<file path="config.mk">
export PLATFORM = sky130hd
export DESIGN_NAME = lfga_div
export DESIGN_NICKNAME = d
export VERILOG_FILES = /design/src/rtl/core/lfga_pkg.sv /design/src/rtl/core/lfga_div.sv
export SDC_FILE = /design/constraint.sdc
export NUM_CORES = 1
export LEC_CHECK = 0
export BUFFER_PORTS_ARGS = -buffer_cell sky130_fd_sc_hd__buf_4
export CORE_MARGIN = 3
export CORE_UTILIZATION = 55
export CTS_CLUSTER_DIAMETER = 40
export DETAILED_ROUTE_END_ITERATION = 8
export GPL_TIMING_DRIVEN = 0
export PLACE_DENSITY = 0.92
export SLEW_MARGIN = 20
export SYNTH_ARGS = -nofsm -noshare
export SYNTH_HDL_FRONTEND = slang
export SYNTH_SLANG_ARGS = --single-unit
export TNS_END_PERCENT = 30
</file>
<file path="constraint.sdc">
create_clock -name i_clk -period 5.2 [get_ports i_clk]
set_input_delay 1.04 -clock i_clk [delete_from_list [all_inputs] [get_ports i_clk]]
set_output_delay 1.04 -clock i_clk [all_outputs]
set_load 0.005 [all_outputs]
</file>
<file path="src/rtl/core/lfga_pkg.sv">
package lfga_pkg;

    localparam int HistoryDepthDef = 10;
    localparam int CoefWidthDef    = 32;

    localparam logic [1:0] ST_ACCEPT = 2'd0;
    localparam logic [1:0] ST_AVG    = 2'd1;
    localparam logic [1:0] ST_ZERO   = 2'd2;

    localparam logic [1:0] REG_ROWS   = 2'd0;
    localparam logic [1:0] REG_MINW   = 2'd1;
    localparam logic [1:0] REG_MAXW   = 2'd2;
    localparam logic [1:0] REG_SPREAD = 2'd3;

    typedef struct packed {
        logic signed [31:0] left_quad;
        logic signed [31:0] left_lin;
        logic signed [31:0] left_const;
        logic signed [31:0] right_quad;
        logic signed [31:0] right_lin;
        logic signed [31:0] right_const;
    } t_in;

    typedef struct packed {
        logic [1:0]         fit_status;
        logic signed [31:0] out_left_quad;
        logic signed [31:0] out_left_lin;
        logic signed [31:0] out_left_const;
        logic signed [31:0] out_right_quad;
        logic signed [31:0] out_right_lin;
        logic signed [31:0] out_right_const;
    } t_out;

    typedef struct packed {
        logic [11:0] min_w;
        logic [11:0] max_w;
        logic [11:0] spread;
    } t_gate_cfg;

endpackage

</file>
<file path="src/rtl/core/lfga_div.sv">
// restoring divider: signed 36-bit sum by unsigned 4-bit count, one bit per cycle
module lfga_div import lfga_pkg::*; (
    input  logic               i_clk,
    input  logic               i_rst_n,
    input  logic               i_start,
    input  logic signed [35:0] i_num,
    input  logic [3:0]         i_den,
    output logic               o_done,
    output logic signed [35:0] o_quo
);
    logic [35:0] r_q;
    logic [4:0]  r_rem;
    logic [5:0]  r_cnt;
    logic        r_neg, r_busy, r_done;
    logic [3:0]  r_den;
    logic [4:0]  n_sh;

    assign n_sh = {r_rem[3:0], r_q[35]};

    always_ff @(posedge i_clk) begin
        if (!i_rst_n) begin
            r_busy <= 1'b0;
            r_done <= 1'b0;
        end else begin
            r_done <= 1'b0;
            if (i_start) begin
                r_busy <= 1'b1;
                r_cnt  <= 6'd0;
                r_neg  <= i_num[35];
                r_q    <= i_num[35] ? 36'(-i_num) : i_num;
                r_rem  <= 5'd0;
                r_den  <= i_den;
            end else if (r_busy) begin
                if (n_sh >= {1'b0, r_den}) begin
                    r_rem <= n_sh - {1'b0, r_den};
                    r_q   <= {r_q[34:0], 1'b1};
                end else begin
                    r_rem <= n_sh;
                    r_q   <= {r_q[34:0], 1'b0};
                end
                r_cnt <= r_cnt + 6'd1;
                if (r_cnt == 6'd35) begin
                    r_busy <= 1'b0;
                    r_done <= 1'b1;
                end
            end
        end
    end

    assign o_done = r_done;
    assign o_quo  = r_neg ? -$signed(r_q) : $signed(r_q);
endmodule

</file>
==> results.md <==
- CP startpoint kind: flip-flop
- I/O pin count: 80
- Initial antenna violation count: 0
- # Post-CTS Setup Buffers: 0
- Seq/Total Area, Yosys: 0.409
- Min setup slack post-route: 1.03 ns
- CP Class: flip-flop to primary output
- Synth Flop Type: edfxtp_1
- Syn_nets: 465
- Drt first-iter violations: 436
- Initial Util: 0.585
- Hpwl dp: 8090 um
- GRT Total Usage: 0.274
- Synth Register Bits: 53
- Max Clock Freq: 240 MHz
- Worst Path Arrival: 3.13 ns
- Worst Path Required: between 4 and 5 ns
- P_leak: 0.00167 uW
- Worst hold slack: 0.452 ns
- Post-cts resize count: 0
- Max-cap violations: 0
- CP max-delay cell: nor3_1
- Fin. Hold Viols: 0
- DRC: 0
- Final TNS setup: 0 ns
- Final Util: 0.712
- Post-route minimum period: 4.17 ns
- Synthesis Warnings: 0
- Detail Route Antenna Nets: 0
- Peak VDD IR: 164 uV
- Max-slew headroom: 0.504
- Status: completed
- DIE HEIGHT: about 90 um
- CTS Buf Count: 5
- # fillers: 474
- First-pass GRT wire length: approximately 17,000 um
- Largest stage delay on the critical path: 0.56 ns
- Vias: roughly 3,800
- GR Overflow Total: 0
- DIE AREA: 8030 um2
- First-pass DRT Iterations: 5
- Nets: 551
- CTS tree: done
- Storage cell area: 1570 um2
- Layout cell share with drive strength beyond 1: 0.200
- Row cnt: 29
- Period utilization: 0.803
- Port bufs: 78
- Per-cell routed wire length: 18.8 um
- Worst-Skew Late Latency: 0.32 ns
- Die width: 89.6 um
- HP Class: flip-flop to flip-flop
- Number of global-route vias before repair: 3,574
- Syn Area/Cell: 9.28 um2
- Place WS: 1.56 ns
- Root Buffer: clkbuf_8
- Clock-pin transition on the worst setup and hold timing paths: 0.10 ns
- Synth unique cells: 43
- Worst clock skew: 0.00168 ns
- RSZ-0062 raised after global routing: false
- Setup violations, final: 0
- Crit end category: primary output
- Number of synthesized flops with an enable pin: 51
- Crit path cell chain: or4_4 -> nor3_1 -> nand4_2 -> o41ai_1 -> xnor2_1 -> buf_4
- Area of the multi-input gates: 2140 um2
- Syn-to-layout area delta: 21.7%
- GP Congestion: 0.929
- Clk buf depth: 2
- Crit Path Max Fanout: 5
- Core Box Area: 6570 um2
- N_diodes: 0
- Fin. max-slew vios: 0
- Slew @ Worst Pin: 0.737 ns
- Largest net degree at the start of global routing: 28
- Post-synth design cell area: roughly 3800 um2
- H-tree Lvls: 2
- Hold buffers post-CTS: 0
- Routed WL: 11,100 um
- Vias per inst: roughly 6.4
- Pwr Density: about 240 nW/um2
- Syn Inst Count: around 410
- Clock Sink Count: between 50 and 60
- Ys async rst share: 0
==> where the power goes <==
part	switching [uW]	internal [uW]	total, uW
sequential	30.9	510	540
clock	148	142	290
combinational	153	148	301
==> kinds of logic (layout without fill, tap and decap cells) <==
kind of cell | Yosys count | after routing | share of synthesized area
DFF | 53 | 53 | 0.409
AOI/OAI and AO/OA | 104 | 104 | 0.172
and+or+nand+nor | 141 | 141 | 0.186
adders and majority gates | 8 | 8 | 0.0280
muxes | 4 | 4 | 0.0111
buffers and inverters | 34 | 121 | 0.0342
xor gates and xnor gates | 70 | 70 | 0.160
==> through the flow <==
stage,power (uW),cell area (um2),instances
floorplan,704,3840,414
CTS,1120,4680,594
global route,1180,4680,594
finish,1130,4680,594
global placement,829,4540,585
detailed placement,843,4570,586
==> worst paths after layout <==
path,from,endpoint,slack (ns),depth (start not counted)
setup reg to reg,r_rem[0],r_rem[2],3.36,6
hold reg to reg,r_busy,o_done,0.45,2
setup / recovery,r_q[15],o_quo[35],1.03,6
hold / removal,r_busy,o_done,0.45,2
==> critical path, delay by kind of cell (launching register included) <==
kind | cells | cell delay [ns]
XOR/XNOR | 1 | 0.21
AO/OA/AOI/OAI | 1 | 0.55
AND/OR/NAND/NOR | 3 | 1.41
buffers and inverters | 1 | 0.16
flip-flops | 1 | 0.49
==> area by class of cell <==
| class | instances | area share |
|---|---|---|
| Inverter | 13 | 0.0104 |
| Clock inverter | 3 | 0.00883 |
| Tap cell | 93 | 0.0249 |
| Sequential cell | 53 | 0.336 |
| Multi-Input combinational cell | 327 | 0.458 |
| Clock buffer | 5 | 0.0147 |
| Buffer | 21 | 0.0177 |
| Timing Repair Buffer | 79 | 0.130 |
==> registers in the layout (all words and copies together), names as in the netlist <==
| register | flops |
|---|---|
| r_rem | 4 |
| r_neg | 1 |
| r_cnt | 6 |
| o_done | 1 |
| r_q | 36 |
| r_den | 4 |
| r_busy | 1 |
==> synth_stat cells (all sizes together), types with 3 or more instances <==
cell / n / area share
nand3: 8 / 0.010
clkbuf: 18 / 0.018
edfxtp: 51 / 0.40
inv: 13 / 0.013
nand2b: 4 / 0.0065
a21oi: 35 / 0.046
nor3: 14 / 0.020
nor4: 9 / 0.015
xnor2: 45 / 0.10
nand4: 6 / 0.011
nand2: 22 / 0.021
o21ai: 23 / 0.030
nor2: 50 / 0.049
ha: 7 / 0.023
or3: 8 / 0.013
buf: 3 / 0.0039
o31ai: 19 / 0.037
o21a: 4 / 0.0078
or2: 3 / 0.0049
xor2: 25 / 0.057
or4: 9 / 0.021
o41ai: 15 / 0.034
==> metal layers <==
layer	vias up	share of wire	GRT usage	routed length, um
met5	-	0	0	0
met4	0	0.028	0.0934	307
met3	44	0.12	0.0593	1330
met2	302	0.48	0.447	5310
met1	1762	0.38	0.363	4200
li1	1705	-	-	-
==> layout by cell type, fill, tap and decap left out, types with 3 or more instances in the layout <==
master,instances
edfxtp_1,51
inv_1,13
nor3_1,13
nand3_1,8
o41ai_1,15
o21ai_0,23
or2_2,3
clkbuf_8,5
or4_1,6
nand4_1,5
nor4_1,9
xor2_1,25
nor2_1,50
o21a_1,3
o31ai_1,19
clkbuf_1,18
nand2b_1,4
a21oi_1,35
ha_1,7
or4_4,3
nand2_1,22
buf_4,79
or3_1,7
xnor2_1,45
Note: power is estimated with default switching activity, not from simulation.
